### src/sv/xkpc_pkg.sv
`timescale 1ns / 1ps
// xkpc_pkg: shared types, register codes and Base64 helpers for the XOR-key cipher.
// No dependencies; used by every module of the block.
package xkpc_pkg;

    localparam int KEY_BYTES_DEF = 32;
    localparam int CFG_IDX_W     = 3;
    localparam int CFG_DATA_W    = 64;
    localparam int KLEN_W        = 6;
    localparam int GRP_W         = 16;
    localparam int RES_MAX       = 4;
    localparam int RES_CNT_W     = 3;

    localparam logic [KLEN_W-1:0] KLEN_RST = 6'd32;

    typedef enum logic [CFG_IDX_W-1:0] {
        REG_MODE    = 3'd0,
        REG_KEY_LEN = 3'd1,
        REG_KEY_W0  = 3'd2,
        REG_KEY_W1  = 3'd3,
        REG_KEY_W2  = 3'd4,
        REG_KEY_W3  = 3'd5
    } cfg_reg_t;

    localparam logic MODE_ENC = 1'b0;
    localparam logic MODE_DEC = 1'b1;

    localparam logic [7:0] B64_PAD = 8'd61;  // '='

    typedef struct packed {
        logic [7:0] data;
        logic       has_data;
        logic       last;
    } res_t;

    typedef struct packed {
        res_t [RES_MAX-1:0]   items;
        logic [RES_CNT_W-1:0] n;
    } bundle_t;

    // 6-bit value to character of the standard alphabet
    function automatic logic [7:0] b64_char(input logic [5:0] v);
        logic [7:0] w;
        w = {2'b00, v};
        if (v < 6'd26)      return w + 8'd65;
        else if (v < 6'd52) return w + 8'd71;
        else if (v < 6'd62) return w - 8'd4;
        else if (v == 6'd62) return 8'd43;
        else                return 8'd47;
    endfunction

    // character to {valid, value}
    function automatic logic [6:0] b64_value(input logic [7:0] c);
        logic [7:0] t;
        t = 8'd0;
        if (c >= 8'd65 && c <= 8'd90) begin
            t = c - 8'd65;
            return {1'b1, t[5:0]};
        end else if (c >= 8'd97 && c <= 8'd122) begin
            t = c - 8'd71;
            return {1'b1, t[5:0]};
        end else if (c >= 8'd48 && c <= 8'd57) begin
            t = c + 8'd4;
            return {1'b1, t[5:0]};
        end else if (c == 8'd43) begin
            return {1'b1, 6'd62};
        end else if (c == 8'd47) begin
            return {1'b1, 6'd63};
        end
        return 7'd0;
    endfunction

endpackage

### src/sv/xor_key_position_cipher_base64_top.sv
`timescale 1ns / 1ps
// Channel  | dir | handshake              | payload
// s_       | in  | s_valid / s_ready      | s_in_byte[7:0], s_in_last
// m_       | out | m_valid / m_ready      | m_out_byte[7:0], m_out_has_data, m_out_last
// cfg_     | in  | cfg_valid / cfg_ready  | cfg_index[2:0], cfg_data[63:0]
//
// A beat is held in the input register; the cipher and Base64 logic then
// turns it into 0, 1 or 4 results in one pass, loaded into the result register.
// The result register drains one result per cycle while m_ready is high; encode
// gives 4 results per 3 bytes, so throughput is set by that port.
// Beats that give no result flow at one per cycle while the result port is free.
// aresetn (synchronous, active low) clears message state and loads config defaults.
// Back-pressure on m_ready holds the result register, then the input register.
//
// Depends on xkpc_pkg, xkpc_cfg, xkpc_core, xkpc_obuf.
module xor_key_position_cipher_base64_top #(
    parameter int KEY_BYTES = xkpc_pkg::KEY_BYTES_DEF
) (
    input  logic                              aclk,
    input  logic                              aresetn,
    // input beats
    input  logic                              s_valid,
    output logic                              s_ready,
    input  logic [7:0]                        s_in_byte,
    input  logic                              s_in_last,
    // result beats
    output logic                              m_valid,
    input  logic                              m_ready,
    output logic [7:0]                        m_out_byte,
    output logic                              m_out_has_data,
    output logic                              m_out_last,
    // configuration writes
    input  logic                              cfg_valid,
    output logic                              cfg_ready,
    input  logic [xkpc_pkg::CFG_IDX_W-1:0]    cfg_index,
    input  logic [xkpc_pkg::CFG_DATA_W-1:0]   cfg_data
);

    logic                        mode;
    logic [xkpc_pkg::KLEN_W-1:0] key_length;
    logic [KEY_BYTES-1:0][7:0]   key_bytes;
    logic                        sink_free;
    logic                        bundle_valid;
    xkpc_pkg::bundle_t           bundle;

    // config registers; the user must write them only between messages, not enforced here
    xkpc_cfg #(
        .KEY_BYTES (KEY_BYTES)
    ) u_cfg (
        .aclk       (aclk),
        .aresetn    (aresetn),
        .cfg_valid  (cfg_valid),
        .cfg_ready  (cfg_ready),
        .cfg_index  (cfg_index),
        .cfg_data   (cfg_data),
        .mode       (mode),
        .key_length (key_length),
        .key_bytes  (key_bytes)
    );

    // input register, key/position state, group state and result logic
    xkpc_core #(
        .KEY_BYTES (KEY_BYTES)
    ) u_core (
        .aclk         (aclk),
        .aresetn      (aresetn),
        .in_valid     (s_valid),
        .in_ready     (s_ready),
        .in_byte      (s_in_byte),
        .in_last      (s_in_last),
        .mode         (mode),
        .key_length   (key_length),
        .key_bytes    (key_bytes),
        .sink_free    (sink_free),
        .bundle_valid (bundle_valid),
        .bundle       (bundle)
    );

    // result register: takes a new bundle as the previous one's last beat leaves
    xkpc_obuf u_obuf (
        .aclk           (aclk),
        .aresetn        (aresetn),
        .load           (bundle_valid),
        .bundle         (bundle),
        .free           (sink_free),
        .m_valid        (m_valid),
        .m_ready        (m_ready),
        .m_out_byte     (m_out_byte),
        .m_out_has_data (m_out_has_data),
        .m_out_last     (m_out_last)
    );

endmodule

### src/sv/xkpc_cfg.sv
`timescale 1ns / 1ps
// xkpc_cfg: configuration registers (mode, key length, key bytes).
// Depends on xkpc_pkg.
module xkpc_cfg #(
    parameter int KEY_BYTES = xkpc_pkg::KEY_BYTES_DEF
) (
    input  logic                              aclk,
    input  logic                              aresetn,
    input  logic                              cfg_valid,
    output logic                              cfg_ready,
    input  logic [xkpc_pkg::CFG_IDX_W-1:0]    cfg_index,
    input  logic [xkpc_pkg::CFG_DATA_W-1:0]   cfg_data,
    output logic                              mode,
    output logic [xkpc_pkg::KLEN_W-1:0]       key_length,
    output logic [KEY_BYTES-1:0][7:0]         key_bytes
);

    logic                        mode_reg;
    logic [xkpc_pkg::KLEN_W-1:0] klen_reg;
    logic [7:0]                  key_reg [KEY_BYTES];

    assign cfg_ready  = 1'b1;
    assign mode       = mode_reg;
    assign key_length = klen_reg;

    always_ff @(posedge aclk) begin
        if (!aresetn) begin
            mode_reg <= xkpc_pkg::MODE_ENC;
            klen_reg <= xkpc_pkg::KLEN_RST;
        end else if (cfg_valid) begin
            unique case (cfg_index)
                xkpc_pkg::REG_MODE:    mode_reg <= cfg_data[0];
                xkpc_pkg::REG_KEY_LEN: klen_reg <= cfg_data[xkpc_pkg::KLEN_W-1:0];
                default: ;
            endcase
        end
    end

    // byte b sits in key word b/8, lane b%8
    for (genvar b = 0; b < KEY_BYTES; b++) begin : g_key
        localparam int WRD  = b / 8;
        localparam int LANE = (b % 8) * 8;
        localparam logic [xkpc_pkg::CFG_IDX_W-1:0] WIDX =
            xkpc_pkg::CFG_IDX_W'(int'(xkpc_pkg::REG_KEY_W0) + WRD);

        always_ff @(posedge aclk) begin
            if (!aresetn) begin
                key_reg[b] <= 8'd0;
            end else if (cfg_valid && cfg_index == WIDX) begin
                key_reg[b] <= cfg_data[LANE +: 8];
            end
        end

        assign key_bytes[b] = key_reg[b];
    end

endmodule

### src/sv/xkpc_core.sv
`timescale 1ns / 1ps
// xkpc_core: input register, message state and single-pass cipher/Base64 logic.
// Depends on xkpc_pkg; feeds a result bundle to xkpc_obuf.
module xkpc_core #(
    parameter int KEY_BYTES = xkpc_pkg::KEY_BYTES_DEF
) (
    input  logic                        aclk,
    input  logic                        aresetn,
    input  logic                        in_valid,
    output logic                        in_ready,
    input  logic [7:0]                  in_byte,
    input  logic                        in_last,
    input  logic                        mode,
    input  logic [xkpc_pkg::KLEN_W-1:0] key_length,
    input  logic [KEY_BYTES-1:0][7:0]   key_bytes,
    input  logic                        sink_free,
    output logic                        bundle_valid,
    output xkpc_pkg::bundle_t           bundle
);

    localparam int KIDX_W = (KEY_BYTES > 1) ? $clog2(KEY_BYTES) : 1;
    localparam logic [6:0] KB7 = 7'(KEY_BYTES);

    logic                       in_vld_reg, in_vld_next;
    logic [7:0]                 in_byte_reg;
    logic                       in_last_reg;
    logic [KIDX_W-1:0]          kidx_reg, kidx_next, kidx_adv;
    logic [7:0]                 pos_reg, pos_next;
    logic [xkpc_pkg::GRP_W-1:0] bits_reg, bits_next;
    logic [1:0]                 cnt_reg, cnt_next;

    logic                       adv;
    logic [6:0]                 len7, len_eff, nxt7;
    logic [7:0]                 mask, enc, dec_byte;
    logic [6:0]                 val;
    logic [23:0]                grp;
    logic                       has_byte;

    assign adv          = in_vld_reg && sink_free;
    assign in_ready     = !in_vld_reg || adv;
    assign bundle_valid = adv;

    // input register
    always_comb begin
        in_vld_next = in_vld_reg;
        if (in_valid && in_ready) in_vld_next = 1'b1;
        else if (adv)             in_vld_next = 1'b0;
    end

    always_ff @(posedge aclk) begin
        if (!aresetn) begin
            in_vld_reg <= 1'b0;
        end else begin
            in_vld_reg <= in_vld_next;
        end
    end

    always_ff @(posedge aclk) begin
        if (in_valid && in_ready) begin
            in_byte_reg <= in_byte;
            in_last_reg <= in_last;
        end
    end

    // key index advance: clamp length to 1..KEY_BYTES, wrap at it
    always_comb begin
        len7 = {1'b0, key_length};
        if (len7 == 7'd0)     len_eff = 7'd1;
        else if (len7 > KB7)  len_eff = KB7;
        else                  len_eff = len7;
        nxt7     = 7'(kidx_reg) + 7'd1;
        kidx_adv = (nxt7 >= len_eff) ? '0 : nxt7[KIDX_W-1:0];
    end

    always_comb begin
        kidx_next = kidx_reg;
        pos_next  = pos_reg;
        bits_next = bits_reg;
        cnt_next  = cnt_reg;
        bundle    = '0;
        mask      = key_bytes[kidx_reg] ^ pos_reg;
        enc       = in_byte_reg ^ mask;
        val       = xkpc_pkg::b64_value(in_byte_reg);
        grp       = 24'd0;
        dec_byte  = 8'd0;
        has_byte  = 1'b0;

        if (mode == xkpc_pkg::MODE_ENC) begin
            kidx_next = kidx_adv;
            pos_next  = pos_reg + 8'd1;
            unique case (cnt_reg)
                2'd0: begin
                    bits_next = {8'd0, enc};
                    cnt_next  = 2'd1;
                end
                2'd1: begin
                    bits_next = {bits_reg[7:0], enc};
                    cnt_next  = 2'd2;
                end
                2'd2, 2'd3: begin
                    grp = {bits_reg, enc};
                    bundle.items[0] = '{data: xkpc_pkg::b64_char(grp[23:18]),
                                        has_data: 1'b1, last: 1'b0};
                    bundle.items[1] = '{data: xkpc_pkg::b64_char(grp[17:12]),
                                        has_data: 1'b1, last: 1'b0};
                    bundle.items[2] = '{data: xkpc_pkg::b64_char(grp[11:6]),
                                        has_data: 1'b1, last: 1'b0};
                    bundle.items[3] = '{data: xkpc_pkg::b64_char(grp[5:0]),
                                        has_data: 1'b1, last: in_last_reg};
                    bundle.n  = 3'd4;
                    bits_next = '0;
                    cnt_next  = 2'd0;
                end
            endcase
            // flush of a partial group with padding
            if (in_last_reg && bundle.n == 3'd0) begin
                if (cnt_next == 2'd1) grp = {bits_next[7:0], 16'd0};
                else                  grp = {bits_next, 8'd0};
                bundle.items[0] = '{data: xkpc_pkg::b64_char(grp[23:18]),
                                    has_data: 1'b1, last: 1'b0};
                bundle.items[1] = '{data: xkpc_pkg::b64_char(grp[17:12]),
                                    has_data: 1'b1, last: 1'b0};
                bundle.items[2] = '{data: (cnt_next == 2'd1) ? xkpc_pkg::B64_PAD
                                          : xkpc_pkg::b64_char(grp[11:6]),
                                    has_data: 1'b1, last: 1'b0};
                bundle.items[3] = '{data: xkpc_pkg::B64_PAD, has_data: 1'b1, last: 1'b1};
                bundle.n = 3'd4;
            end
        end else begin
            if (val[6]) begin
                unique case (cnt_reg)
                    2'd0: begin
                        bits_next = {10'd0, val[5:0]};
                    end
                    2'd1: begin
                        dec_byte  = {bits_reg[5:0], val[5:4]};
                        bits_next = {12'd0, val[3:0]};
                        has_byte  = 1'b1;
                    end
                    2'd2: begin
                        dec_byte  = {bits_reg[3:0], val[5:2]};
                        bits_next = {14'd0, val[1:0]};
                        has_byte  = 1'b1;
                    end
                    2'd3: begin
                        dec_byte  = {bits_reg[1:0], val[5:0]};
                        bits_next = '0;
                        has_byte  = 1'b1;
                    end
                endcase
                cnt_next = cnt_reg + 2'd1;
                if (has_byte) begin
                    kidx_next = kidx_adv;
                    pos_next  = pos_reg + 8'd1;
                    bundle.items[0] = '{data: dec_byte ^ mask, has_data: 1'b1,
                                        last: in_last_reg};
                    bundle.n = 3'd1;
                end
            end
            // end-only marker
            if (in_last_reg && bundle.n == 3'd0) begin
                bundle.items[0] = '{data: 8'd0, has_data: 1'b0, last: 1'b1};
                bundle.n = 3'd1;
            end
        end

        if (in_last_reg) begin
            kidx_next = '0;
            pos_next  = 8'd0;
            bits_next = '0;
            cnt_next  = 2'd0;
        end
    end

    always_ff @(posedge aclk) begin
        if (!aresetn) begin
            kidx_reg <= '0;
            pos_reg  <= 8'd0;
            bits_reg <= '0;
            cnt_reg  <= 2'd0;
        end else if (adv) begin
            kidx_reg <= kidx_next;
            pos_reg  <= pos_next;
            bits_reg <= bits_next;
            cnt_reg  <= cnt_next;
        end
    end

    a_end_clears: assert property (@(posedge aclk) disable iff (!aresetn)
        adv && in_last_reg |=> kidx_reg == '0 && pos_reg == 8'd0 &&
                               bits_reg == '0 && cnt_reg == 2'd0)
        else $error("message state not cleared after last beat");

    a_bundle_size: assert property (@(posedge aclk) disable iff (!aresetn)
        adv |-> bundle.n == 3'd0 || bundle.n == 3'd1 || bundle.n == 3'd4)
        else $error("bad result count");

    a_enc_flush: assert property (@(posedge aclk) disable iff (!aresetn)
        adv && in_last_reg && mode == xkpc_pkg::MODE_ENC
            |-> bundle.n == 3'd4 && bundle.items[3].last)
        else $error("encode did not flush on last beat");

    a_dec_last: assert property (@(posedge aclk) disable iff (!aresetn)
        adv && mode == xkpc_pkg::MODE_DEC |-> bundle.items[0].last == in_last_reg)
        else $error("decode last flag mismatch");

endmodule

### src/sv/xkpc_obuf.sv
`timescale 1ns / 1ps
// xkpc_obuf: result register holding up to four results, drained one per beat.
// Depends on xkpc_pkg; loaded from xkpc_core.
module xkpc_obuf (
    input  logic              aclk,
    input  logic              aresetn,
    input  logic              load,
    input  xkpc_pkg::bundle_t bundle,
    output logic              free,
    output logic              m_valid,
    input  logic              m_ready,
    output logic [7:0]        m_out_byte,
    output logic              m_out_has_data,
    output logic              m_out_last
);

    xkpc_pkg::res_t [xkpc_pkg::RES_MAX-1:0] ent_reg, ent_next;
    logic [xkpc_pkg::RES_CNT_W-1:0]         cnt_reg, cnt_next;
    logic                                   pop;

    assign m_valid        = cnt_reg != '0;
    assign pop            = m_valid && m_ready;
    assign free           = cnt_reg == '0 || (cnt_reg == 3'd1 && m_ready);
    assign m_out_byte     = ent_reg[0].data;
    assign m_out_has_data = ent_reg[0].has_data;
    assign m_out_last     = ent_reg[0].last;

    always_comb begin
        ent_next = ent_reg;
        cnt_next = cnt_reg;
        if (load) begin
            ent_next = bundle.items;
            cnt_next = bundle.n;
        end else if (pop) begin
            for (int i = 0; i < xkpc_pkg::RES_MAX - 1; i++) begin
                ent_next[i] = ent_reg[i+1];
            end
            cnt_next = cnt_reg - 3'd1;
        end
    end

    always_ff @(posedge aclk) begin
        if (!aresetn) begin
            cnt_reg <= '0;
        end else begin
            cnt_reg <= cnt_next;
        end
    end

    always_ff @(posedge aclk) begin
        ent_reg <= ent_next;
    end

    a_cnt_range: assert property (@(posedge aclk) disable iff (!aresetn)
        cnt_reg <= 3'd4)
        else $error("result count overflow");

    a_load_free: assert property (@(posedge aclk) disable iff (!aresetn)
        load |-> cnt_reg == '0 || (cnt_reg == 3'd1 && pop))
        else $error("bundle loaded over pending results");

endmodule

### config.mk
export PLATFORM = sky130hd
export DESIGN_NAME = xor_key_position_cipher_base64_top
export DESIGN_NICKNAME = d
export VERILOG_FILES = /design/src/sv/xkpc_pkg.sv /design/src/sv/xor_key_position_cipher_base64_top.sv /design/src/sv/xkpc_cfg.sv /design/src/sv/xkpc_core.sv /design/src/sv/xkpc_obuf.sv
export SDC_FILE = /design/constraint.sdc
export NUM_CORES = 1
export LEC_CHECK = 0
export ABC_AREA = 1
export BUFFER_PORTS_ARGS = -buffer_cell sky130_fd_sc_hd__buf_2
export CAP_MARGIN = 20
export CORE_MARGIN = 2
export CORE_UTILIZATION = 50
export CTS_CLUSTER_DIAMETER = 60
export DETAILED_ROUTE_END_ITERATION = 12
export PLACE_DENSITY_LB_ADDON = 0.08
export SYNTH_ARGS = -nofsm -noshare
export SYNTH_HDL_FRONTEND = slang
export SYNTH_SLANG_ARGS = --single-unit
### constraint.sdc
create_clock -name aclk -period 13.25 [get_ports aclk]
set_input_delay 1.9875 -clock aclk [delete_from_list [all_inputs] [get_ports aclk]]
set_output_delay 1.9875 -clock aclk [all_outputs]
set_load 0.01 [all_outputs]
==> impl_metrics.toml, run 1 <==
[grt]
use_met1_pct = 38.0
grt_pass1_vias = 16000
met2_usage_pct = 46.1
gr-usage-met3_pct = 3.37
top_usage_layer = "met2"
grt_max_degree = 82
grt_pass1_wl_um = 88900
antenna_found_initial = 0
grt_use_total_pct = 27.7
overflow = 0

[clocking]
cts-root-buf = "clkbuf_16"
h-tree-depth = 2
postCtsSetupBuffers = 0
postCtsHoldBufs = 0
cts_buffer_depth = 3
clk_pin_slew_ps = 60
cts_tree = "yes"
numCtsBuffers = 42
clk_latency_ps = 580
post_cts_resized = 0
clock-sinks = 347

[synthesis]
syn_area_sq_mm = 0.0197
async_flop_share_pct = 0
netlist_top_cells_count = "nand2_1, nor2_1, edfxtp_1"
synthMuxAreaShare_pct = 0
synth-edff-count = 305
synth.yosys.seq_area_share_pct = 50.9
synth_compound_area_share_pct = 7.08
synth_adder_area_share_pct = 3.76
yosys_warnings = 0
synth_ff_type = "edfxtp_1"
syn_nets = 2496
synth_area_leader_cell = "edfxtp_1"
ys_types = 56
synth-simple-area-share_pct = 29.0
synth_top_area_share_pct = 46.6
synth_top_family_by_area = "simple AND/OR/NAND/NOR gates"
syn_inst = 2356
avgSynthCellArea_sq_um = 8.34
post-synth-top-count-cell = "nand2_1"
synth_xor_area_share_pct = 1.83
yosys-top-cells-area = "edfxtp_1, nand2_1, nor2_1, nand3_1, dfxtp_1"
ys_seq_elements = 347

[floorplan]
pin_count = 94
die_height_um = 202
die_w_um = 202
initial_utilization_pct = 50.7
fp.coreArea_sq_mm = 0.0387
dieArea_sq_mm = 0.0409
rows = 72

[finish]
drive_gt1_share_pct = 10.4
syn2layout_area_growth_pct = 10.2
fillerInstances = 3702
diodes = 0
seq_area_sq_mm = 0.0100
largest_reg_flops = 256
multi_input_area_sq_mm = 0.00823
nNetsFinal = 2540

[sta]
skew_ps = 22.3
relSlewSlack_pct = 29.1
worst_slew_pin_slew_ps = 1060
setup_tns_ps = 0
rsz0062_at_grt = "false"
fin_crit_sh_pct = 34.6
slew_viol_final = 0
setup_viol = 0
hold_viol = 0
timing.fmax_mhz = 218
finalCriticalPeriod_ps = 4590

[setup_path]
r2r_slack_ps = 8660
rr_endpoint = "u_obuf.m_out_byte[4]"
end_kind = "register"
critPathKind = "reg2reg"
path_max_fanout = 81
r2r_cells = 25
r2r-start = "u_core.kidx_reg[0]"
start_kind = "register"
required_ps = 13560
critPathArrivalTime_ps = 4900
cp-startpoint = "u_core.kidx_reg[0]"

[hold_path]
holdCritStartpoint = "u_core.bits_reg[10]"
whs_path_depth = 2
min_to = "u_core.bits_reg[10]"
holdCritPathClass = "reg2reg"

[detailed_routing]
wirelength_um = 55800
viasPerCell = 5.52
vias = 16300
wire_per_inst_um = 18.9
drt_iter0_drc = 1392
drc = 0
dr.pass1.iters = 6
final_antenna_net_count = 0

[placement]
place_hpwl_um = 36700
port_buffers = 92
place_congestion = 0.919

[power]
powerDensity_mw_per_mm2 = 159
power.total_mw = 3.44
peakVddDrop_mv = 0.108
p_leak_nw = 9.05

[outcome]
outcome = "complete, no violations"

[run]
max-cap-violations = 0
where the power goes:
group	internal (mW)	switching (mW)
clock	0.660	0.472
combinational	0.267	0.631
sequential	1.35	0.0629
cells by family after synthesis:
kind of cell / Yosys count
other cells: 1
fa+ha+maj: 59
flops: 347
xor+xnor: 41
simple gates: 1340
buf+inv: 329
compound gates: 239
cell type report:
cell class	count	share of cell area (%)
Sequential cell	347	46.2
Timing Repair Buffer	115	2.98
Multi-Input combinational cell	1680	38.0
Tap cell	518	2.99
Clock buffer	54	5.16
Inverter	214	3.72
Clock inverter	18	0.959
critical path, cell delays in order, from the launching register on:
cell	delay (ps)
dfxtp_4	760
buf_4	830
nand2_1	130
nand3_1	130
nand3_1	80
nand2_1	90
nand2_1	40
nand2_1	110
nand2_1	70
nand2_1	70
nand2_1	60
nand2_1	110
nand2_1	60
nand2_1	450
nor2_1	110
nor2_2	310
inv_1	130
ha_1	230
nand2_1	80
xnor2_1	70
nand3_1	80
nand2_1	60
inv_1	60
nand2_1	60
nand2_1	50
nand2_1	60
cells in the final DEF (no fill, tap or decap), types with 17 or more instances in the layout:
master	netlist	routed
a21oi_1	74	74
buf_2	27	92
buf_4	23	22
clkbuf_16	0	43
dfxtp_1	42	40
edfxtp_1	305	305
ha_1	59	59
inv_1	190	190
nand2_1	564	562
nand2_2	24	24
nand3_1	278	278
nor2_1	404	403
nor3_1	17	17
o21ai_0	60	60
o21ai_1	30	30
xor2_1	35	35
per-stage QoR:
stage	instance area (sq um)	utilization (%)	hold slack (ps)	worst slack, ps	instances
CTS	21700	55.9	494	8650	2946
detailed placement	20300	52.5	484	8670	2874
global placement	20300	52.5	482	8700	2873
finish	21700	55.9	494	8660	2946
floorplan	19700	-	458	5640	2356
global route	21700	55.9	505	8210	2946
how the worst max path moves through the flow:
stage | end
floorplan | u_cfg.key_reg[0][0]
global placement | u_obuf.m_out_byte[2]
detailed placement | u_obuf.m_out_byte[4]
CTS | u_obuf.m_out_byte[4]
global route | u_obuf.m_out_byte[4]
finish | u_obuf.m_out_byte[4]
layer usage:
layer,vias to the layer above,wire [um]
met4,0,1360
met3,96,3160
met2,522,26500
met1,7741,24800
met5,-,0
li1,7906,-
Note: power is estimated with default switching activity, not from simulation.
==> run 2: changes to the inputs <==
--- a/config.mk
+++ b/config.mk
@@ -5,7 +5,7 @@
 export SDC_FILE = /design/constraint.sdc
 export NUM_CORES = 1
 export LEC_CHECK = 0
-export ABC_AREA = 1
+export ABC_AREA = 0
 export BUFFER_PORTS_ARGS = -buffer_cell sky130_fd_sc_hd__buf_2
 export CAP_MARGIN = 20
 export CORE_MARGIN = 2
==> constraint.sdc (replaced) <==
create_clock -name aclk -period 3.84 [get_ports aclk]
set_input_delay 0.576 -clock aclk [delete_from_list [all_inputs] [get_ports aclk]]
set_output_delay 0.576 -clock aclk [all_outputs]
set_load 0.01 [all_outputs]
==> impl_metrics.toml, run 2 <==
[power]
swShare_pct = 30.6
seqPwrFrac_pct = 41.6
powerDensity_mw_per_mm2 = 507
pwr-share-clk_pct = 30.0
pwr-share-comb_pct = 28.4
power.switching_mw = 3.55
p_leak_nw = 8.42
intPower_mw = 8.07
peakVddDrop_mv = 0.296

[detailed_routing]
wirelength_um = 51800
drt_iter0_drc = 1151
vias = 14000
drc = 0
wire_per_inst_um = 21.6
final_antenna_net_count = 0
viasPerCell = 5.81
dr.pass1.iters = 5

[finish]
drive_gt1_share_pct = 23.6
syn2layout_area_growth_pct = 17.0
mostFrequentLayoutCell = "edfxtp_1"
diodes = 0
largest_reg_flops = 256
mostFrequentLayoutCells = "edfxtp_1, and2_1, buf_4"
finish.instance_area_sq_mm = 0.0229
nNetsFinal = 1998

[placement]
place_congestion = 0.963
port_buffers = 92
place_area_sq_mm = 0.0214
place_hpwl_um = 35800

[synthesis]
synth_adder_area_share_pct = 3.77
synth_top_family_by_area = "simple AND/OR/NAND/NOR gates"
synth_xor_area_share_pct = 2.66
syn_nets = 1809
synthMuxAreaShare_pct = 9.06
synth_ff_type = "edfxtp_1"
netlist_top_cells_count = "edfxtp_1, and2_1, nand2_1"
ys_types = 96
async_flop_share_pct = 0
syn_area_sq_mm = 0.0196
synth_area_leader_cell = "edfxtp_1"
synth.yosys.seq_area_share_pct = 51.1
synth-simple-area-share_pct = 17.4
synth_compound_area_share_pct = 11.6
synth-edff-count = 305
ys_seq_elements = 347
yosys-top-cells-area = "edfxtp_1, and2_1, dfxtp_1, mux4_2, ha_1"
post-synth-top-count-cell = "edfxtp_1"
syn_inst = 1669
yosys_warnings = 0
avgSynthCellArea_sq_um = 11.7
synth_top_area_share_pct = 46.8

[floorplan]
rows = 72
fp.coreArea_sq_mm = 0.0386
die_height_um = 202
initial_utilization_pct = 50.7
dieArea_sq_mm = 0.0407
pin_count = 94
die_w_um = 202

[sta]
relSlewSlack_pct = 29.0
slew_viol_final = 0
setup_viol = 0
skew_ps = 8.39
hold_viol = 0
worst_slew_pin_slew_ps = 1060
fin_crit_sh_pct = 98.7
finalCriticalPeriod_ps = 3790
holdWs_ps = 198
setup_tns_ps = 0
rsz0062_at_grt = "true"
timing.fmax_mhz = 264

[clocking]
clk_latency_ps = 560
cts_buffer_depth = 3
cts-root-buf = "clkbuf_16"
clk_pin_slew_ps = 60
postCtsHoldBufs = 0
cts_tree = "yes"
clock-sinks = 347
numCtsBuffers = 38
h-tree-depth = 2

[hold_path]
holdCritPathClass = "in2reg"

[grt]
overflow = 0
grt_max_degree = 65
antenna_found_initial = 0
grt_pass1_vias = 13800
grt_use_total_pct = 25.7
grt_pass1_wl_um = 80800

[setup_path]
start_kind = "register"
critPathKind = "reg2reg"
path_max_fanout = 7
end_kind = "register"
critPathArrivalTime_ps = 4090
required_ps = 4140

[run]
max-cap-violations = 0

[outcome]
outcome = "complete, no violations"
-- run 2: changes by cell type after synthesis, sizes merged, moves of 45 or more --
| cell | before | now |
|---|---|---|
| nand2 | 594 | 89 |
| nor2 | 412 | 78 |
| and2 | 1 | 271 |
| nand3 | 290 | 27 |
| inv | 206 | 52 |
| mux4 | 0 | 51 |
| nor2b | 0 | 45 |
-- run 2: worst max-delay path: stages, from the launching register on --
cell,delay [ps]
dfxtp_4,420
buf_12,130
buf_12,120
mux4_2,510
mux4_2,490
mux2i_2,190
buf_4,150
xnor3_2,300
and2_4,210
o41ai_4,460
buf_4,190
mux2i_1,60
a221o_1,290
-- run 2: through the flow --
stage	cells	total power [mW]	util (%)	worst slack, ps
6_report	2402	11.6	59.3	51.5
5_1_grt	2402	12.2	59.3	-52.4
4_1_cts	2391	11.6	58.6	-42.7
3_5_place_dp	2324	8.05	55.4	-215
3_3_place_gp	2324	8.03	55.4	-121
2_1_floorplan	1669	6.81	-	-283
-- run 2: repair_timing --
| item | CTS | global route |
|---|---|---|
| cloned | 0 | 0 |
| setup buffers | 1 | 11 |
| pin swaps | 1 | 10 |
| resized for setup | 7 | 51 |
| setup endpoints to repair | 17 | 23 |
-- run 2: logic make-up (layout without fill, tap and decap cells) --
kind of cell             Yosys count  count (layout)
other                              1               1
AO/OA/AOI/OAI                    328             328
flip-flops                       347             347
multiplexers                     105             105
adder cells (fa/ha/maj)           59              59
XOR/XNOR                          53              53
AND/OR/NAND/NOR                  611             611
buffers and inverters            165             380
-- run 2: path summary, 6_finish.rpt --
path / to / slack, ps / cells after the start / start
worst min register to register: u_obuf.cnt_reg[1] / 520 / 2 / u_obuf.cnt_reg[1]
worst min-delay path: u_core.in_byte_reg[5] / 200 / 1 / s_in_byte[5]
worst max register to register: u_obuf.ent_reg[13] / 50 / 12 / u_core.kidx_reg[1]
worst max-delay path: u_obuf.ent_reg[13] / 50 / 12 / u_core.kidx_reg[1]
-- run 2: per-layer routing --
layer	track usage (%)	part of all wire, %	vias to the layer above
met5	0	0	-
met4	11.3	4.9	0
met3	3.69	5.5	120
met2	42.3	48	458
met1	33.9	42	6846
li1	-	-	6541
-- run 2: power by group through the flow --
stage	sequential [mW]	clock, mW	combinational [mW]
3_5_place_dp	4.91	0	3.15
6_report	4.83	3.48	3.30
2_1_floorplan	4.83	0	1.98
5_1_grt	4.88	3.70	3.59
3_3_place_gp	4.90	0	3.12
4_1_cts	4.83	3.55	3.17
-- run 2: final cells by class --
cell class                 instances  area, sq um
inverter                          59          228
sequential                       347        10000
tap                              518          648
multi-input combinational       1157         9000
fill                            3229        15700
clock buffer                      47         1010
timing repair buffer             255         1850
clock inverter                    19          164
==> run 3: changes to the inputs <==
--- a/config.mk
+++ b/config.mk
@@ -10,6 +10,7 @@
 export CAP_MARGIN = 20
 export CORE_MARGIN = 2
 export CORE_UTILIZATION = 50
+export CTS_BUF_LIST = sky130_fd_sc_hd__clkbuf_8
 export CTS_CLUSTER_DIAMETER = 60
 export DETAILED_ROUTE_END_ITERATION = 12
 export PLACE_DENSITY_LB_ADDON = 0.08
==> impl_metrics.toml, run 3 (synthesized netlist as in run 2, its figures left out) <==
[grt]
overflow = 0
antenna_found_initial = 1
grt_use_total_pct = 25.8
grt_max_degree = 65
grt_pass1_wl_um = 81300
grt_pass1_vias = 14000

[finish]
mostFrequentLayoutCells = "edfxtp_1, and2_1, buf_4"
fillerInstances = 3238
final_core_util_pct = 59.2
largest_reg_flops = 256
syn2layout_area_growth_pct = 16.9
drive_gt1_share_pct = 24.4
mostFrequentLayoutCell = "edfxtp_1"
nNetsFinal = 2019

[setup_path]
r2r-start = "u_core.kidx_reg[0]"
r2r_slack_ps = 120
cp-startpoint = "u_core.kidx_reg[0]"
start_kind = "register"
critPathKind = "reg2reg"
r2r_cells = 14
critPathArrivalTime_ps = 4170
end_kind = "register"
rr_endpoint = "u_obuf.m_out_byte[2]"
path_max_fanout = 11
required_ps = 4290

[detailed_routing]
dr.pass1.iters = 5
final_antenna_net_count = 0
viasPerCell = 5.73
wirelength_um = 51900
wire_per_inst_um = 21.2
drc = 0
vias = 14000
drt_iter0_drc = 969

[sta]
timing.fmax_mhz = 269
finalCriticalPeriod_ps = 3720
holdWs_ps = 112
fin_crit_sh_pct = 96.8
skew_ps = 14.3
hold_viol = 0
setup_viol = 0
slew_viol_final = 0
worst_slew_pin_slew_ps = 1000
relSlewSlack_pct = 33.0
finalWorstSetupSlack_ps = 123
setup_tns_ps = 0

[floorplan]
die_height_um = 202
initial_utilization_pct = 50.7
rows = 72
die_w_um = 202
dieArea_sq_mm = 0.0407
pin_count = 94
fp.coreArea_sq_mm = 0.0386

[outcome]
outcome = "complete, no violations"

[clocking]
postCtsHoldBufs = 0
h-tree-depth = 2
cts_tree = "yes"
clock-sinks = 347
clk_pin_slew_ps = 60
cts-root-buf = "clkbuf_8"
numCtsBuffers = 57
cts_buffer_depth = 3
clk_latency_ps = 640

[power]
pwr-share-clk_pct = 28.3
seqPwrFrac_pct = 42.6
swShare_pct = 31.5
power.total_mw = 11.3
intPower_mw = 7.77
powerDensity_mw_per_mm2 = 496
p_leak_nw = 8.52
power.switching_mw = 3.58
peakVddDrop_mv = 0.418
pwr-share-comb_pct = 29.1

[placement]
place_congestion = 0.963
dp_slack_ps = -215
place_hpwl_um = 35800
port_buffers = 92

[hold_path]
whs_path_depth = 1
holdCritStartpoint = "s_in_byte[5]"
min_to = "u_core.in_byte_reg[5]"
holdCritPathClass = "in2reg"

[run]
max-cap-violations = 0
## run 3: cell types whose count changed in the layout (fill, tap and decap cells not counted), moves of 2 or more
cell       delta
buf_4         +3
bufinv_16     +2
clkbuf_1      -8
inv_1        +24
clkbuf_8     +59
clkbuf_16    -39
## run 3: worst max-delay path by stage
| stage | to | slack [ps] |
|---|---|---|
| 2_1_floorplan | u_cfg.key_reg[1][0] | -280 |
| 3_3_place_gp | u_obuf.ent_reg[33] | -120 |
| 3_5_place_dp | u_obuf.ent_reg[33] | -210 |
| 4_1_cts | u_obuf.ent_reg[33] | 3 |
| 5_1_grt | u_obuf.m_out_byte[4] | -20 |
| 6_report | u_obuf.m_out_byte[2] | 120 |
## run 3: metal layers
metal / up-vias / wire, um / track usage [%]
met5: - / 0 / 0
met4: 0 / 2490 / 11.4
met3: 116 / 2620 / 4.10
met2: 410 / 24600 / 42.6
met1: 6880 / 22200 / 33.7
li1: 6596 / - / -
## run 3: layout make-up
type | count | area, sq um | area share, %
Antenna cell | 1 | 2.50 | 0.0109
Inverter | 59 | 228 | 0.995
Timing Repair Buffer | 257 | 1860 | 8.11
Clock inverter | 45 | 302 | 1.32
Sequential cell | 347 | 10000 | 43.8
Tap cell | 518 | 648 | 2.83
Clock buffer | 59 | 812 | 3.55
Multi-Input combinational cell | 1157 | 9020 | 39.4
## run 3: power by group through the flow
| stage | clock [mW] | sequential, mW | combinational, mW |
|---|---|---|---|
| 4_1_cts | 3.28 | 4.83 | 3.18 |
| 2_1_floorplan | 0 | 4.83 | 1.98 |
| 3_5_place_dp | 0 | 4.91 | 3.15 |
| 5_1_grt | 3.43 | 4.88 | 3.59 |
| 3_3_place_gp | 0 | 4.90 | 3.12 |
| 6_report | 3.21 | 4.83 | 3.31 |
## run 3: what timing repair did
item / in CTS / in global routing
pin swaps: 1 / 6
endpoints found under the hold margin: 0 / 0
resized for setup: 10 / 45
setup endpoints to repair: 17 / 25
setup buffers: 5 / 8
## run 3: stage by stage
stage / area (sq um) / std cells
final: 22900 / 2443
after global routing: 22900 / 2443
after CTS: 22600 / 2433
after detailed placement: 21400 / 2324
after global placement: 21400 / 2324
after floorplan: 19700 / 1669
## run 3: critical path, stage by stage (launching register included)
cell	delay [ps]
dfxtp_4	370
buf_12	150
mux4_1	550
mux4_2	510
mux2i_4	210
xor2_1	160
buf_4	150
xnor2_4	140
clkinv_4	130
o21ai_4	170
inv_2	90
ha_1	170
or3_1	360
a311o_1	270
o311ai_1	90
